$ cat src/brbc_pkg.sv
// Shared types, constants and helpers of the chunked byte ring buffer.
package brbc_pkg;

  localparam int unsigned DEPTH_DEF     = 1024;
  localparam int unsigned MAX_CHUNK_DEF = 64;
  localparam int unsigned QDEPTH        = 4;
  localparam logic [10:0] CAP_RESET     = 11'd1024;

  typedef enum logic [2:0] {
    MODE_CLEAR = 3'd0,
    MODE_ENQ   = 3'd1,
    MODE_DEQ   = 3'd2,
    MODE_PEEK  = 3'd3,
    MODE_DROP  = 3'd4
  } mode_e;

  typedef enum logic {
    B_IDLE,
    B_RUN
  } back_state_e;

  typedef struct packed {
    logic [2:0] mode;
    logic [7:0] data_byte;
    logic       chunk_start;
    logic [6:0] chunk_length;
    logic       partial;
  } in_item_t;

  typedef struct packed {
    logic [6:0]  count;
    logic [7:0]  out_byte;
    logic        byte_valid;
    logic        last;
    logic [10:0] fill_level;
    logic [10:0] free_space;
  } out_item_t;

  // Command from the front to the back; the ring address travels beside it.
  typedef struct packed {
    logic        wr;
    logic        res;
    logic        run;
    logic [7:0]  data;
    logic [6:0]  count;
    logic [10:0] fill;
    logic [10:0] free;
  } cmd_t;

  typedef struct packed {
    logic full;
    logic empty;
  } q_status_t;

  function automatic logic [10:0] free_of(logic [10:0] cap, logic [10:0] held);
    free_of = (cap > held) ? (cap - held) : 11'd0;
  endfunction

endpackage

$ cat src/brbc_front.sv
// Front end: accepts items, keeps pointers and chunk state, issues commands.
module brbc_front import brbc_pkg::*; #(
  parameter int unsigned DEPTH     = DEPTH_DEF,
  parameter int unsigned MAX_CHUNK = MAX_CHUNK_DEF,
  localparam int unsigned AW       = $clog2(DEPTH),
  localparam int unsigned CW       = ((AW > 11) ? AW : 11) + 1
) (
  input  logic          clk_i,
  input  logic          rst_ni,
  input  logic          cfg_we_i,
  input  logic [10:0]   cfg_data_i,
  input  logic          in_valid_i,
  output logic          in_ready_o,
  input  in_item_t      in_data_i,
  input  q_status_t     q_status_i,
  output logic          push_o,
  output cmd_t          push_cmd_o,
  output logic [AW-1:0] push_addr_o,
  output logic [10:0]   cap_o
);

  logic [10:0]   cap_q;
  logic [AW-1:0] wr_idx_q, wr_idx_d;
  logic [AW-1:0] rd_idx_q, rd_idx_d;
  logic [10:0]   held_q, held_d;
  logic [6:0]    acc_q, acc_d;
  logic [6:0]    tot_q, tot_d;
  logic [6:0]    pos_q, pos_d;

  logic [10:0]   cap;
  logic          accept;
  logic [6:0]    len;
  logic [6:0]    acc_s;
  logic [6:0]    acc_e, tot_e, pos_e;
  logic          open;
  logic          part_e;
  logic [6:0]    n;
  logic [CW-1:0] wr_inc, rd_sum;
  logic [AW-1:0] wr_adv, rd_adv;
  cmd_t          cmd;
  logic [AW-1:0] addr;

  assign cap = (CW'(cap_q) > CW'(DEPTH)) ? 11'(DEPTH) : cap_q;
  assign cap_o = cap;
  assign in_ready_o = !q_status_i.full;
  assign accept = in_valid_i && in_ready_o;

  assign len = (in_data_i.chunk_length > 7'(MAX_CHUNK)) ? 7'(MAX_CHUNK)
                                                        : in_data_i.chunk_length;

  // Accepted count for a new chunk: refuse whole or cut to free space.
  always_comb begin
    acc_s = 7'd0;
    if (cap != 11'd0) begin
      if (({5'd0, len} + {1'b0, held_q}) > {1'b0, cap}) begin
        acc_s = in_data_i.partial ? 7'(cap - held_q) : 7'd0;
      end else begin
        acc_s = len;
      end
    end
  end

  // Read length: drop is always partial.
  assign part_e = in_data_i.partial || (in_data_i.mode == MODE_DROP);
  always_comb begin
    n = 7'd0;
    if (cap != 11'd0 && held_q != 11'd0) begin
      if ({4'd0, len} > held_q) begin
        n = part_e ? 7'(held_q) : 7'd0;
      end else begin
        n = len;
      end
    end
  end

  assign wr_inc = CW'(wr_idx_q) + CW'(1);
  assign wr_adv = (wr_inc >= CW'(cap)) ? '0 : AW'(wr_inc);
  assign rd_sum = CW'(rd_idx_q) + CW'(n);
  assign rd_adv = (rd_sum >= CW'(cap)) ? AW'(rd_sum - CW'(cap)) : AW'(rd_sum);

  always_comb begin
    acc_e = acc_q;
    tot_e = tot_q;
    pos_e = pos_q;
    open  = pos_q < tot_q;
    if (in_data_i.chunk_start) begin
      acc_e = acc_s;
      tot_e = len;
      pos_e = 7'd0;
      open  = 1'b1;
    end
  end

  always_comb begin
    wr_idx_d = wr_idx_q;
    rd_idx_d = rd_idx_q;
    held_d   = held_q;
    acc_d    = acc_q;
    tot_d    = tot_q;
    pos_d    = pos_q;
    cmd      = '0;
    addr     = '0;
    if (accept) begin
      unique case (in_data_i.mode)
        MODE_ENQ: begin
          if (in_data_i.chunk_start && len == 7'd0) begin
            acc_d   = acc_s;
            tot_d   = 7'd0;
            pos_d   = 7'd0;
            cmd.res = 1'b1;
          end else if (open) begin
            acc_d = acc_e;
            tot_d = tot_e;
            pos_d = pos_e + 7'd1;
            if (pos_e < acc_e) begin
              cmd.wr   = 1'b1;
              cmd.data = in_data_i.data_byte;
              addr     = wr_idx_q;
              wr_idx_d = wr_adv;
              held_d   = held_q + 11'd1;
            end
            if ((pos_e + 7'd1) >= tot_e) begin
              cmd.res   = 1'b1;
              cmd.count = acc_e;
            end
          end
        end
        MODE_CLEAR: begin
          acc_d    = 7'd0;
          tot_d    = 7'd0;
          pos_d    = 7'd0;
          wr_idx_d = '0;
          rd_idx_d = '0;
          held_d   = 11'd0;
          cmd.res  = 1'b1;
        end
        MODE_DEQ, MODE_PEEK, MODE_DROP: begin
          acc_d = 7'd0;
          tot_d = 7'd0;
          pos_d = 7'd0;
          if (in_data_i.mode != MODE_PEEK) begin
            rd_idx_d = rd_adv;
            held_d   = held_q - 11'(n);
          end
          cmd.count = n;
          if (in_data_i.mode == MODE_DROP || n == 7'd0) begin
            cmd.res = 1'b1;
          end else begin
            cmd.run = 1'b1;
            addr    = rd_idx_q;
          end
        end
        default: begin
          // Undefined modes leave everything as is.
        end
      endcase
    end
    cmd.fill = held_d;
    cmd.free = free_of(cap, held_d);
  end

  assign push_o      = cmd.wr || cmd.res || cmd.run;
  assign push_cmd_o  = cmd;
  assign push_addr_o = addr;

  always_ff @(posedge clk_i or negedge rst_ni) begin
    if (!rst_ni) begin
      cap_q    <= CAP_RESET;
      wr_idx_q <= '0;
      rd_idx_q <= '0;
      held_q   <= 11'd0;
      acc_q    <= 7'd0;
      tot_q    <= 7'd0;
      pos_q    <= 7'd0;
    end else if (cfg_we_i) begin
      // New capacity empties the ring and closes any chunk.
      cap_q    <= cfg_data_i;
      wr_idx_q <= '0;
      rd_idx_q <= '0;
      held_q   <= 11'd0;
      acc_q    <= 7'd0;
      tot_q    <= 7'd0;
      pos_q    <= 7'd0;
    end else begin
      wr_idx_q <= wr_idx_d;
      rd_idx_q <= rd_idx_d;
      held_q   <= held_d;
      acc_q    <= acc_d;
      tot_q    <= tot_d;
      pos_q    <= pos_d;
    end
  end

endmodule

$ cat config.mk
export PLATFORM = sky130hd
export DESIGN_NAME = brbc_front
export DESIGN_NICKNAME = d
export VERILOG_FILES = /design/src/brbc_pkg.sv /design/src/brbc_front.sv
export SDC_FILE = /design/constraint.sdc
export NUM_CORES = 1
export LEC_CHECK = 0
export BUFFER_PORTS_ARGS = -buffer_cell sky130_fd_sc_hd__buf_2
export CORE_MARGIN = 5
export CORE_UTILIZATION = 54
export CTS_CLUSTER_DIAMETER = 80
export DETAILED_ROUTE_END_ITERATION = 7
export PLACE_DENSITY = 0.78
export SLEW_MARGIN = 10
export SYNTH_ARGS = -nofsm -noshare
export SYNTH_HDL_FRONTEND = slang
export SYNTH_SLANG_ARGS = --single-unit
$ cat constraint.sdc
create_clock -name clk_i -period 8.6 [get_ports clk_i]
set_input_delay 0.86 -clock clk_i [delete_from_list [all_inputs] [get_ports clk_i]]
set_output_delay 0.86 -clock clk_i [all_outputs]
set_load 0.05 [all_outputs]
Word level (Yosys, flattened, before mapping)
Index checks and enable logic that the tools add are counted.
W data, S select, Z words.
Storage, ports and cells
  flip-flop bits (word level): 63
  bits in latches: 0
  bits in writable memories: 0
  memory bits (read-only): 0
  bits of input ports: 37
  output and inout port bits: 63
  word-level logic and storage cells: 128
  memories: 0
Cells by class
  add/subtract/negate cells: 9
  multiply operators: 0
  divide/modulo/power cells: 0
  $lt $le $gt $ge: 10
  equality and inequality tests: 10
  shift operators: 0
  muxes and demuxes: 70
  bitwise gates (word level): 0
  reduce and logical (&&, ||, !) cells: 22
Operators with widths (count)
  $mux W7: 23
  $mux W10: 15
  $mux W11: 8
  $pmux W10 S2: 3
  $pmux W7 S2: 4
  $pmux W11 S3: 1
  $mux W15: 2
  $ge A11 B11 Y1: 2
  $reduce_bool A11 Y1: 2
  $mux W18: 1
  $mux W8: 2
  $logic_not A7 Y1: 2
  $lt A7 B7 Y1: 2
  $add A7 B11 Y12: 1
  $gt A12 B11 Y1: 1
  $ne A3 B3 Y1 const B: 4
  $add A10 B1 Y11 const B: 1
  $add A10 B7 Y11: 1
  $add A11 B1 Y11 const B: 1
  $gt A11 B11 Y1: 1
  $gt A11 B11 Y1 const B: 1
  $gt A7 B11 Y1: 1
  $sub A11 B11 Y11: 1
  $sub A11 B7 Y11: 1
  other kinds (23): 40

Logic depth before layout (Yosys ltp)
  depth in word-level cells: 15
  depth in mapped cells: 51

Worst setup path before layout
OpenSTA, ideal clock, no wires.
  path type: input -> output
  start: in in_data_i[7] in the netlist's numbering
  end: out push_cmd_o[9] in the netlist's numbering
  arrival: 9.586 ns
  slack: -1.846 ns
  stages on the path: 48
  path through: inv_2 -> nand2_1 -> inv_1 -> ha_1 -> inv_1 -> fa_1 -> inv_1 -> maj3_1 -> a21oi_1 -> nor2_1 -> nor2_1 -> nor2_1 -> nor2_1 -> nor2_1 -> o21ai_0 -> nor2_1 -> xor2_1 -> ha_1 -> [12 not listed] -> a21o_1 -> a21oi_1 -> and2_1 -> buf_2 -> a21oi_1 -> o21ai_0 -> inv_1 -> ha_1 -> nor2b_1 -> o21ai_0 -> nand2b_1 -> a21oi_1 -> o21bai_1 -> nand3_1 -> mux2_2 -> a21oi_1 -> nor3_1 -> nor3_2
RTL lines
  start: declaration: RTL line brbc_front.sv:14  | input in_item_t in_data_i,
  end: declaration: RTL line brbc_front.sv:17  | output cmd_t push_cmd_o,

==> flow_metrics.tcl <==
set metrics [dict create \
    status "finished with violations" \
    violations "setup timing" \
    drc_errors 0 \
    hold_start "acc_q[2]$_DFFE_PN0P_" \
    htree_levels 3 \
    r2r_slack_ns 2.05 \
    routabilityCongestion 0.969 \
    grt_pass1_vias 7755 \
    synth_top_area_share_pct 20.5 \
    layout-drive-gt1-share_pct 29.0 \
    vias 8068 \
    ant_nets 0 \
    finalHoldViolations 0 \
    yosysSeqAreaShare_pct 20.9 \
    place_area_sq_um 9140 \
    rows 43 \
    layout_min_cycle_time_ns 9.07 \
    hold_depth 2 \
    fin_tns_setup_ns -3.77 \
    critPathArrivalTime_ns 8.21 \
    io_buffer_count 98 \
    routed_wl_um 25100 \
    io_pins 100 \
    place_inst 1311 \
    antenna_found_initial 0 \
    vias_per_cell 5.99 \
    clk_pin_slew_worst_paths_ns 0.06 \
    die_y_um 128 \
    coreArea_sq_um 13800 \
    synth_edf_count 0 \
    rr_endpoint "rd_idx_q[7]$_DFFE_PN0P_" \
    dp_hpwl_um 18500 \
    clk_path_buf_depth 2 \
    synthArstFlopShare_pct 100 \
    grt_usage_pct 29.9 \
    clkSinkCount 63 \
    synthTopCellsByArea "dfrtp_1 (21%), ha_1 (16%), nand2_1 (5.1%)" \
    critPathLaunchType "input port" \
    max-cap-violations 0 \
    grt_overflow_total 0 \
    first_pass_iters 5 \
    cpMostUsedCell "buf_4" \
    cts_hold_buf 0 \
    synth_most_common_cell "nand2_1" \
    max_slew.worst_pin.slew_ns 1.02 \
    grt_pass1_wl_um 39200 \
    syn_nets 1107 \
    max_freq_mhz 110 \
    cp_max_fo 5 \
    antenna_cells 0 \
    syn-cell-area_sq_um 7560 \
    slowest_stage "ha_1" \
    fin_crit_sh_pct 105 \
    setup_slack_ns -0.467 \
    fin_cells 1346 \
    fin_skew_ns 0.00771 \
    crit_path_start "in_data_i[1]" \
    synth.distinct_cells 71 \
    syn_area_per_cell_sq_um 7.83 \
    min_to "acc_q[2]$_DFFE_PN0P_" \
    worstSkewPairLatency_ns 0.35 \
    max_stage_delay_ns 0.33 \
    max-vdd-ir-drop_mv 0.0953 \
    slew_headroom_pct 31.9 \
    nNetsFinal 1303 \
    cts_buffers 9 \
    wl_per_cell_um 18.6 \
    setup_viol 11 \
    fin_hold_ws_ns 0.488 \
    area_growth_pct 30.7 \
    finalMaxSlewViolations 0 \
    dp_slack_ns -0.842 \
    grt_max_degree 64 \
    synth_top_area_cell "dfrtp_1" \
    min_path_type "flip-flop to flip-flop" \
    cts_tree "built" \
    cp.required_ns 7.74 \
    die_x_um 128 \
    synth-seq-cells 63 \
    synth_flop_cell "dfrtp_1" \
    setup.worst_path.class "input port to primary output" \
    cts_root_buffer "clkbuf_16" \
    p_per_area_nw_per_um2 127 \
    fin_area_sq_um 9880 \
    rr_worst_depth 25 \
    rsz0062_at_grt "yes" \
    start_util_pct 54.7 \
    endpoint_kind "primary output" \
    synthTopCellsByCount "nand2_1 (102), ha_1 (99), inv_1 (84), nor2_1 (81), o21ai_0 (68)" \
    p_leak_nw 4.83 \
    reg2reg_from "held_q[7]$_DFF_PN0_" \
    die_area_sq_um 16500 \
    syn_inst 965 \
    synth.yosys.warnings 0 \
    drtIter0Drc 690 \
]
==> cells in the final DEF (no fill, tap or decap), drive strengths merged, types with 14 or more instances in the layout <==
master,synthesis,layout
buf,9,222
nand2,102,103
ha,99,99
nor2,88,88
inv,86,87
o21ai,68,68
dfrtp,62,62
a21oi,55,55
xnor2,32,32
a21o,30,30
nor2b,26,26
nand3,22,22
nor3,21,21
mux2,18,18
xor2,18,18
a22oi,17,17
and2,17,17
and3,15,15
nand2b,14,14
==> state kept, by name (all words and copies together) (netlist names) <==
signal    cells
rd_idx_q     10
acc_q         7
tot_q         7
pos_q         7
held_q       11
cap_q        11
wr_idx_q     10
==> repair_timing <==
action | CTS | global route
endpoints found under the hold margin | 0 | 0
resized for setup | 51 | 22
endpoints found under the setup margin | 11 | 11
pin swaps | 24 | 21
buffers inserted | 11 | 8
cloned | 2 | 0
==> stage by stage <==
step / total power (W) / util (%)
floorplan: 0.000634 / -
global placement: 0.000772 / 66.1
detailed placement: 0.000780 / 66.1
CTS: 0.00123 / 70.5
global route: 0.00131 / 71.5
finish: 0.00126 / 71.5
==> critical path: cells and delay by family <==
family	cells	cell delay, ns
buffers and inverters	11	1.26
and+or+nand+nor	14	1.38
AOI/OAI and AO/OA	20	3.06
adders and majority gates	6	1.38
xor gates and xnor gates	2	0.27
==> cell families (layout without fill, tap and decap cells) <==
group,count (synthesis),in the layout,share of synthesized area (%)
AOI/OAI and AO/OA,254,254,22.7
muxes,30,30,4.27
buffers and inverters,124,324,6.44
adders and majority gates,107,107,18.3
DFF,63,63,20.9
xor gates and xnor gates,50,50,5.79
and+or+nand+nor,337,338,21.7
==> report_power, final <==
part           switching, W  total (W)  internal, W
logic              0.000316   0.000537     0.000221
registers        0.00000807   0.000313     0.000305
clock network      0.000151   0.000406     0.000255
total              0.000475    0.00126     0.000781
==> routing by layer <==
layer	vias up	global-route usage (%)	routed length [um]
li1	3807	-	-
met1	3812	38.0	10200
met2	356	48.8	11700
met3	93	6.33	2140
met4	0	13.4	1070
met5	-	0	0
==> cell type report <==
cell class                 instances  area (sq um)
clock buffer                       9           225
sequential                        63          1580
inverter                          86           342
multi-input combinational        779          5880
tap                              180           225
fill                            1011          3950
timing repair buffer             222          1530
clock inverter                     7          96.3
==> worst max-delay path by stage <==
stage / slack (ns) / end / depth (start not counted)
5_1_grt: -0.89 / push_cmd_o[9] / 52
4_1_cts: -0.25 / push_cmd_o[9] / 51
2_1_floorplan: -0.20 / push_cmd_o[9] / 45
6_report: -0.47 / push_cmd_o[10] / 53
3_3_place_gp: -0.56 / push_cmd_o[10] / 50
3_5_place_dp: -0.84 / push_cmd_o[10] / 47
(Power assumes the default switching activity.)
