### src/brbc_pkg.sv
// Shared types, constants and helpers of the chunked byte ring buffer.
package brbc_pkg;

  localparam int unsigned DEPTH_DEF     = 1024;
  localparam int unsigned MAX_CHUNK_DEF = 64;
  localparam int unsigned QDEPTH        = 4;
  localparam logic [10:0] CAP_RESET     = 11'd1024;

  typedef enum logic [2:0] {
    MODE_CLEAR = 3'd0,
    MODE_ENQ   = 3'd1,
    MODE_DEQ   = 3'd2,
    MODE_PEEK  = 3'd3,
    MODE_DROP  = 3'd4
  } mode_e;

  typedef enum logic {
    B_IDLE,
    B_RUN
  } back_state_e;

  typedef struct packed {
    logic [2:0] mode;
    logic [7:0] data_byte;
    logic       chunk_start;
    logic [6:0] chunk_length;
    logic       partial;
  } in_item_t;

  typedef struct packed {
    logic [6:0]  count;
    logic [7:0]  out_byte;
    logic        byte_valid;
    logic        last;
    logic [10:0] fill_level;
    logic [10:0] free_space;
  } out_item_t;

  // Command from the front to the back; the ring address travels beside it.
  typedef struct packed {
    logic        wr;
    logic        res;
    logic        run;
    logic [7:0]  data;
    logic [6:0]  count;
    logic [10:0] fill;
    logic [10:0] free;
  } cmd_t;

  typedef struct packed {
    logic full;
    logic empty;
  } q_status_t;

  function automatic logic [10:0] free_of(logic [10:0] cap, logic [10:0] held);
    free_of = (cap > held) ? (cap - held) : 11'd0;
  endfunction

endpackage

### src/brbc_cmd_queue.sv
// Short command queue between the front end and the back end.
module brbc_cmd_queue import brbc_pkg::*; #(
  parameter int unsigned AW = 10
) (
  input  logic          clk_i,
  input  logic          rst_ni,
  input  logic          push_i,
  input  cmd_t          push_cmd_i,
  input  logic [AW-1:0] push_addr_i,
  input  logic          pop_i,
  output cmd_t          head_cmd_o,
  output logic [AW-1:0] head_addr_o,
  output q_status_t     status_o
);

  localparam int unsigned PW = $clog2(QDEPTH);

  cmd_t          cmd_q  [QDEPTH];
  logic [AW-1:0] addr_q [QDEPTH];
  logic [PW-1:0] wptr_q, rptr_q;
  logic [PW:0]   cnt_q;
  logic          do_push, do_pop;

  assign status_o.full  = (cnt_q == (PW+1)'(QDEPTH));
  assign status_o.empty = (cnt_q == '0);
  assign do_push = push_i && !status_o.full;
  assign do_pop  = pop_i && !status_o.empty;

  assign head_cmd_o  = cmd_q[rptr_q];
  assign head_addr_o = addr_q[rptr_q];

  always_ff @(posedge clk_i) begin
    if (do_push) begin
      cmd_q[wptr_q]  <= push_cmd_i;
      addr_q[wptr_q] <= push_addr_i;
    end
  end

  always_ff @(posedge clk_i or negedge rst_ni) begin
    if (!rst_ni) begin
      wptr_q <= '0;
      rptr_q <= '0;
      cnt_q  <= '0;
    end else begin
      if (do_push) begin
        wptr_q <= wptr_q + PW'(1);
      end
      if (do_pop) begin
        rptr_q <= rptr_q + PW'(1);
      end
      cnt_q <= cnt_q + (PW+1)'(do_push) - (PW+1)'(do_pop);
    end
  end

endmodule

### config.mk
export PLATFORM = sky130hd
export DESIGN_NAME = brbc_cmd_queue
export DESIGN_NICKNAME = d
export VERILOG_FILES = /design/src/brbc_pkg.sv /design/src/brbc_cmd_queue.sv
export SDC_FILE = /design/constraint.sdc
export NUM_CORES = 1
export LEC_CHECK = 0
export ABC_AREA = 1
export BUFFER_PORTS_ARGS = -buffer_cell sky130_fd_sc_hd__buf_2
export CORE_MARGIN = 3
export CORE_UTILIZATION = 52
export DETAILED_ROUTE_END_ITERATION = 8
export GPL_TIMING_DRIVEN = 0
export PLACE_DENSITY = 0.76
export SETUP_SLACK_MARGIN = 0.15
export SYNTH_ARGS = -nofsm -noshare
export SYNTH_HDL_FRONTEND = slang
export SYNTH_SLANG_ARGS = --single-unit
### constraint.sdc
create_clock -name clk_i -period 3.2 [get_ports clk_i]
set_clock_uncertainty 0.15 [all_clocks]
set_input_delay 0.16 -clock clk_i [delete_from_list [all_inputs] [get_ports clk_i]]
set_output_delay 0.16 -clock clk_i [all_outputs]
set_load 0.02 [all_outputs]
Word-level counts from Yosys, hierarchy flattened
Memory sizes are Yosys's and may differ from the RTL's.
Cells that the tools add are included.
{ "word_totals": {"ff_bits": 7, "mem_bits_rw": 200, "input_bits": 54, "output_inout_bits": 52, "wordCells": 17, "mem_count": 2} }
{ "op_classes": {"add_sub_neg": 4, "eq_ne": 1, "muxes": 2, "reduce_logical": 5} }
{ "memory_table": {"columns": ["name", "depth", "width", "rd", "rd_ports_with_merged_regs", "wr", "line_no", "rtl"], "rows": [
  ["cmd_q", 4, 40, 1, 0, 1, "brbc_cmd_queue.sv:18", "cmd_t cmd_q [QDEPTH];"],
  ["addr_q", 4, 10, 1, 0, 1, "brbc_cmd_queue.sv:19", "logic [AW-1:0] addr_q [QDEPTH];"]
]} }
{ "op_table": {"columns": ["cell", "n"], "rows": [
  ["$add 2x1->2 const B", 2],
  ["$add 3x1->3", 1],
  ["$eq 3x3->1 const B", 1],
  ["$logic_not 3->1", 1],
  ["$sub 3x1->3", 1],
  ["$logic_and 1x1->1", 2],
  ["$logic_not 1->1", 2],
  ["$mux 1", 2]
]} }

Depth between registers and ports, before layout
Gate-level depths: netlist of run 1.
{ "logic_depth": {"word_depth": 5, "depth_mapped": 10, "depth_no_buf": 10} }

Worst setup path after synthesis of run 1
No wires, ideal clock.
{ "synth_path": {"path_type": "flip-flop to flip-flop", "from": "register cnt_q[1]", "to": "memory addr_q[0][0] (enable)", "setup_ns": 0.458, "arrival_time_ns": 2.758, "required_ns": 2.592, "slack_ns": -0.166, "path_stages_with_launch": 5, "path_buffers": 0, "synth_period_minus_slack_ns": 3.366, "path_cell_list": "dfrtp_1 nor2_1 nand2_1 nand2_1 nor2_1"} }
{ "synth_via": {"elab_chain_cells": 5} }
{ "synth_lines": {"columns": ["element", "line_no", "rtl"], "rows": [
  ["start, declared", "brbc_cmd_queue.sv:21", "logic [PW:0] cnt_q;"],
  ["start signal, assigned", "brbc_cmd_queue.sv:51", "cnt_q <= cnt_q + (PW+1)'(do_push) - (PW+1)'(do_pop);"],
  ["$eq 3x3->1", "brbc_cmd_queue.sv:24", "assign status_o.full = (cnt_q == (PW+1)'(QDEPTH));"],
  ["$logic_not 1->1", "brbc_cmd_queue.sv:26", "assign do_push = push_i && !status_o.full;"],
  ["$logic_and 1x1->1", "brbc_cmd_queue.sv:26", null],
  ["$mux 1", "brbc_cmd_queue.sv:33", "if (do_push) begin"],
  ["$mux 1 (not written as such)", "brbc_cmd_queue.sv:35", "addr_q[wptr_q] <= push_addr_i;"],
  ["end, declared", "brbc_cmd_queue.sv:19", null]
]} }
No other way between the ends.

Final worst setup path of run 1
{ "layout_path": {"from": "register cnt_q[1]", "to": "memory cmd_q[3][14] (netlist name) (enable)"} }
{ "layout_via": {"elab_chain_cells": 5} }
{ "layout_lines": {"columns": ["element", "line_no", "rtl"], "rows": [
  ["$eq 3x3->1", "brbc_cmd_queue.sv:24", null],
  ["$logic_not 1->1", "brbc_cmd_queue.sv:26", null],
  ["$logic_and 1x1->1", "brbc_cmd_queue.sv:26", null],
  ["$mux 1", "brbc_cmd_queue.sv:33", null],
  ["$mux 1 (not written as such)", "brbc_cmd_queue.sv:34", "cmd_q[wptr_q] <= push_cmd_i;"],
  ["end, declared", "brbc_cmd_queue.sv:18", null]
]} }
No other way between the ends.

==> results of run 1 <==
-- kinds of logic (layout without fill, tap and decap cells) --
family | count (synthesis) | in the layout | share of synthesized area (%)
adders and majority gates | 7 | 7 | 1.15
DFF | 207 | 207 | 74.5
buffers and inverters | 99 | 300 | 5.62
AOI/OAI and AO/OA | 100 | 100 | 6.03
and+or+nand+nor | 279 | 279 | 12.7
-- worst register-to-register path: stages (launching register included) --
cell     delay (ns)
dfrtp_1        0.37
nor2_1         0.07
nand2_1        0.11
nand2_1        0.30
nor2_4         0.80
buf_12         0.29
-- metal layers --
layer	up-vias	GRT usage (%)	routed length [µm]
met2	194	33.8	8560
met1	2587	26.1	7140
met5	-	0	0
met3	32	3.47	1130
met4	0	5.14	367
li1	2696	-	-
-- cell usage in the layout, fill, tap and decap left out, drive strengths merged --
| cell type | count |
|---|---|
| buf | 131 |
| bufinv | 5 |
| clkbuf | 37 |
| clkinv | 6 |
| clkinvlp | 1 |
| dfrtp | 7 |
| dlygate4sd3 | 54 |
| edfxtp | 200 |
| fa | 1 |
| ha | 6 |
| inv | 66 |
| nand2 | 169 |
| nand3 | 4 |
| nand3b | 1 |
| nor2 | 105 |
| o21ai | 100 |
-- registers in the layout (all words and copies together) (netlist names) --
| register | cells |
|---|---|
| cmd_q | 160 |
| rptr_q | 2 |
| cnt_q | 3 |
| wptr_q | 2 |
| addr_q | 40 |
-- path summary, 6_finish.rpt --
path	startpoint	end	slack, ns
worst max-delay path	cnt_q[1]$_DFF_PN0_	cmd_q[3][14]$_DFFE_PP_	0.79
worst min-delay path	push_cmd_i[27]	cmd_q[2][27]$_DFFE_PP_	0.28
worst max register to register	cnt_q[1]$_DFF_PN0_	cmd_q[3][14]$_DFFE_PP_	0.79
worst min register to register	rptr_q[1]$_DFFE_PN0P_	rptr_q[1]$_DFFE_PN0P_	0.34
max in group asynchronous	rst_ni	wptr_q[1]$_DFFE_PN0P_	2.14
min in group asynchronous	rst_ni	rptr_q[0]$_DFFE_PN0P_	0.50
-- through the flow --
step	TNS [ns]	util, %	power, µW	instance area (µm²)
2_1_floorplan	-33.17	-	6190	8300
3_3_place_gp	-360.21	58.9	7390	9090
3_5_place_dp	0	59.8	7510	9220
4_1_cts	0	68.0	10100	10500
5_1_grt	0	68.0	10700	10500
6_report	0	68.0	10000	10500
-- cell type report --
type | count | area (µm²)
clock buffers | 25 | 551
fillers | 1100 | 4930
repair buffers | 164 | 1170
flip-flops and latches | 207 | 6180
inverters | 66 | 248
plain buffers | 33 | 219
well taps | 211 | 264
clock inverters | 12 | 184
multi-input cells | 386 | 1680
-- power groups by stage --
stage | Sequential, µW | Clock [µW] | Combinational, µW
after CTS | 3690 | 2600 | 3840
final | 3690 | 2560 | 3790
after global routing | 3730 | 2720 | 4210
after detailed placement | 3740 | 0 | 3770
after floorplan | 3750 | 0 | 2440
after global placement | 3800 | 0 | 3580
==> summary.md, run 1 <==
| Metric | Value |
|---|---|
| Final non-filler cell total | 1104 |
| Clk sinks | 207 |
| Pwr Density | 957 nW/µm² |
| Cts bufs inserted | 21 |
| DP Cell Count | 1013 |
| CTS tree | yes |
| Syn_area_per_cell | 12.0 µm² |
| Cells along the critical path | nor2_1 > nand2_1 > nand2_1 > nor2_4 > buf_12 |
| Via count | 5509 |
| # hold bufs at CTS | 54 |
| Crit share post-route | 75.4% |
| Synth warn | 0 |
| Internal power | 6390 µW |
| Combinational share of power | 37.7% |
| CP peak stage delay | 0.80 ns |
| HP Class | in -> reg |
| CP max stage cell | nor2_4 |
| IO buf count | 105 |
| Chip width | 132 µm |
| Worst Path Arrival | 2.44 ns |
| Detailed Place HPWL | 10.3 mm |
| Root buf cell | clkbuf_16 |
| # Post-CTS Setup Buffers | 0 |
| Residual DRC | 0 |
| Post-synthesis instance area | 8300 µm² |
| Worst-Margin Slew | 0.908 ns |
| RSZ-0062 raised after global routing | no |
| Power share of the clock group | 25.5% |
| Global-route wire length before repair | 27.5 mm |
| Setup Viol. Count Final | 0 |
| FP Rows | 45 |
| DRT iter0 DRCs | 427 |
| Setup ws final | 0.786 ns |
| Status | completed |
| Fin nets | 940 |
| Largest cells by area after synthesis | edfxtp_1 72%, nand2_1 7.6%, nor2_1 4.7% |
| Net load switching power | 3650 µW |
| Post-CTS sizing | 0 |
| Pleak | 0.00430 µW |
| Max-cap violations | 0 |
| Die H | 132 µm |
| Placeable Area | 15400 µm² |
| Hold Path Cell Cnt | 2 |
| Slew headroom | 39.3% |
| Total GRT Usage | 19.6% |
| DRT Pass-1 Iters | 5 |
| Post-synth top flop | edfxtp_1 |
| Post-synth EDFFs | 200 |
| Pre-CTS setup slack | 0.788 ns |
| Worst path bufs/invs | 1 |
| Critical Path End Type | register |
| #FFs+latches synth | 207 |
| Yosys cell types | 17 |
| Crit Path Category | reg -> reg |
| Post-synth top area cell | edfxtp_1 |
| Startpoint types | register |
| Final Hold Vio Count | 0 |
| CTS H-tree depth | 1 |
| Post-synth net total | 753 |
| IO Count | 106 |
| Most Frequent Cell on Critical Path | nand2_1 |
| N_diodes | 0 |
| Syn Inst Count | 692 |
| Synth async-reset ratio | 3.38% |
| Critical Path Fanout Max | 26 |
| Sequential power share | 36.7% |
| FMAX | 0.414 GHz |
| Ranking of synthesized cells by instance count | 200 x edfxtp_1, 169 x nand2_1, 105 x nor2_1 |
| Worst Path Required | 3.22 ns |
| Area fraction of the dominant cell type after synthesis | 72.4% |
| Worst vdd ir | 0.751 mV |
| Sequential share of the synthesized area | 74.5% |
| CP Depth | 5 |
| Post-DR wirelength/cell | 15.6 µm |
| Share of cells above drive strength 1 | 18.7% |
| GP Congestion | 0.740 |
| Most common cell in the netlist | edfxtp_1 |
| Gr ovfl total | 0 |
| Final hold slack | 0.276 ns |
| Initial antenna violation count | 0 |
| Delay-heaviest family, CP | simple AND/OR/NAND/NOR gates |
| Clk slew on worst S/H paths | 0.06 ns |
| Vias in the first global route | 5516 |
| Area growth, synth to finish | 26.4% |
| Slew Viols, Final | 0 |
| Die footprint | 17500 µm² |
| Longest Clk Path Bufs | 3 |
| Tmin final | 2.41 ns |
| Clk Latency, worst-skew pair | 0.48 ns |
| Post-DRT Antenna Nets | 0 |
| DRT Wirelength | 17.2 mm |
| Initial Util | 53.8% |
| Switching Fraction | 36.3% |
| Worst r2r path cells | 5 |
| Vias per Instance | 4.99 |
| Largest net degree at the start of global routing | 30 |
Note: power is estimated with default switching activity, not from simulation.
==> inputs of run 2 (changes only) <==
- CORE_UTILIZATION: 52 -> 57
- PLACE_DENSITY: 0.76 -> 0.79
- clock period: 3.2 -> 2.5 ns (I/O delays scaled with it)
==> summary.md, run 2 (synthesized netlist as in run 1, its figures left out) <==
| Metric | Value |
|---|---|
| Max-cap violations | 0 |
| Post-DRT Antenna Nets | 0 |
| Slew headroom | 36.8% |
| Worst r2r path cells | 9 |
| Grt peak-use layer | met2 |
| DRT Pass-1 Iters | 5 |
| Most frequent cells in the layout | 200 x edfxtp_1, 168 x nand2_1, 115 x buf_2 |
| Chip width | 127 µm |
| Critical Path Fanout Max | 10 |
| GRT met1 Usage | 30.6% |
| Initial Util | 59.1% |
| DP Cell Count | 983 |
| RSZ-0062 raised after global routing | yes |
| Fill cells | 888 |
| HP Start | push_cmd_i[12] |
| Hold Path Cell Cnt | 2 |
| HP Class | in -> reg |
| Status | completed |
| Met2 Resource Use GR | 42.2% |
| Residual DRC | 0 |
| FF-to-FF Start | cnt_q[1]$_DFF_PN0_ |
| Crit share post-route | 90.9% |
| Worst Path Required | 2.23 ns |
| Die H | 127 µm |
| DRT Wirelength | 19.4 mm |
| Global-route wire length before repair | 30.1 mm |
| Critical Path End Type | output port |
| Pwr Density | 1240 nW/µm² |
| Area growth, synth to finish | 26.7% |
| Slew Viols, Final | 0 |
| Clk Latency, worst-skew pair | 0.49 ns |
| Fin nets | 945 |
| Die footprint | 16000 µm² |
| Worst-Margin Slew | 0.948 ns |
| Critical Path Start | rptr_q[1]$_DFFE_PN0P_ |
| Largest Register | cmd_q |
| IO buf count | 105 |
| CTS H-tree depth | 1 |
| Vias per Instance | 5.40 |
| Root buf cell | clkbuf_16 |
| Final non-filler cell total | 1079 |
| Gr ovfl total | 0 |
| Cell Area, Placed | 9220 µm² |
| GP Congestion | 0.761 |
| Leading cell type in the layout, fill and taps excluded | edfxtp_1 |
| IO Count | 106 |
| Largest regs | cmd_q x160, addr_q x40, cnt_q x3 |
| Initial antenna violation count | 0 |
| Setup Viol. Count Final | 0 |
| Clk sinks | 207 |
| Largest net degree at the start of global routing | 29 |
| Tmin final | 2.27 ns |
| Detailed Place HPWL | 11.1 mm |
| Pleak | 0.00434 µW |
| N_diodes | 0 |
| Post-DR wirelength/cell | 18.0 µm |
| DRT iter0 DRCs | 431 |
| Longest Clk Path Bufs | 3 |
| Final Cell Area | 10500 µm² |
| Clk slew on worst S/H paths | 0.06 ns |
| CTS tree | yes |
| FP Rows | 43 |
| Worst vdd ir | 0.737 mV |
| Cts bufs inserted | 22 |
| FMAX | 0.440 GHz |
| GR Layer Usage met3 | 4.00% |
| Startpoint types | register |
| Via count | 5827 |
| Placeable Area | 14000 µm² |
| Worst Path Arrival | 2.00 ns |
| Util after Layout | 74.9% |
| Total GRT Usage | 23.7% |
| Share of cells above drive strength 1 | 19.7% |
| Final Hold Vio Count | 0 |
| Max reg flops | 160 |
| Vias in the first global route | 5866 |
| Crit Path Category | reg -> out |
run 2: changes by cell type in the layout (fill, tap and decap cells not counted), moves of 3 or more:
cell	previous run	this run
clkinv_2	3	7
clkbuf_2	0	3
buf_16	0	3
buf_1	0	3
clkbuf_1	15	11
run 2: through the flow:
step	worst slack [ns]	power, µW	hold WS [ns]	TNS, ns
3_3_place_gp	-1.19	9400	-0.184	-229.67
3_5_place_dp	-0.00699	9700	-0.178	-0.124
6_report	0.228	13100	0.239	0
4_1_cts	0.0439	13000	0.215	0
2_1_floorplan	-0.0778	7910	-0.321	-15.57
5_1_grt	0.121	13800	0.234	0
run 2: path summary, 6_finish.rpt:
check / end / slack [ns]
hold reg to reg: rptr_q[1]$_DFFE_PN0P_ / 0.34
setup reg to reg: cnt_q[2]$_DFF_PN0_ / 0.35
setup / recovery: head_cmd_o[35] / 0.23
min in group asynchronous: wptr_q[1]$_DFFE_PN0P_ / 0.44
max in group asynchronous: wptr_q[0]$_DFFE_PN0P_ / 1.50
hold / removal: cmd_q[2][12]$_DFFE_PP_ / 0.24
run 2: timing repair:
action	CTS	global route
cloned	1	1
pin swaps	1	1
endpoints found under the setup margin	71	108
hold buffers	54	0
setup buffers	1	0
resized for setup	0	11
endpoints found under the hold margin	211	0
run 2: power breakdown:
part	total [µW]	internal [µW]	switching, µW
Clock	3250	1990	1260
Combinational	5060	1590	3470
Sequential	4740	4560	178
Total	13100	8140	4920
run 2: metal layers:
metal	vias to the layer above	part of all wire (%)
met5	-	0
met4	0	2.0
met3	43	7.5
met2	296	51
met1	2782	40
li1	2706	-
run 2: cell type report:
class | count | area [µm²] | share of cell area, %
Tap cell | 180 | 225 | 2.14
Timing Repair Buffer | 166 | 1220 | 11.6
Clock buffer | 28 | 594 | 5.65
Clock inverter | 11 | 129 | 1.23
Inverter | 66 | 248 | 2.36
Sequential cell | 207 | 6180 | 58.8
Buffer | 33 | 223 | 2.12
Multi-Input combinational cell | 388 | 1700 | 16.2
run 2: worst max-delay path: stages (launching register included):
cell and delay (ns):
dfrtp_1 0.38, inv_1 0.07, buf_4 0.17, buf_1 0.45, nand2_1 0.13, nand2_1 0.13, buf_2 0.18
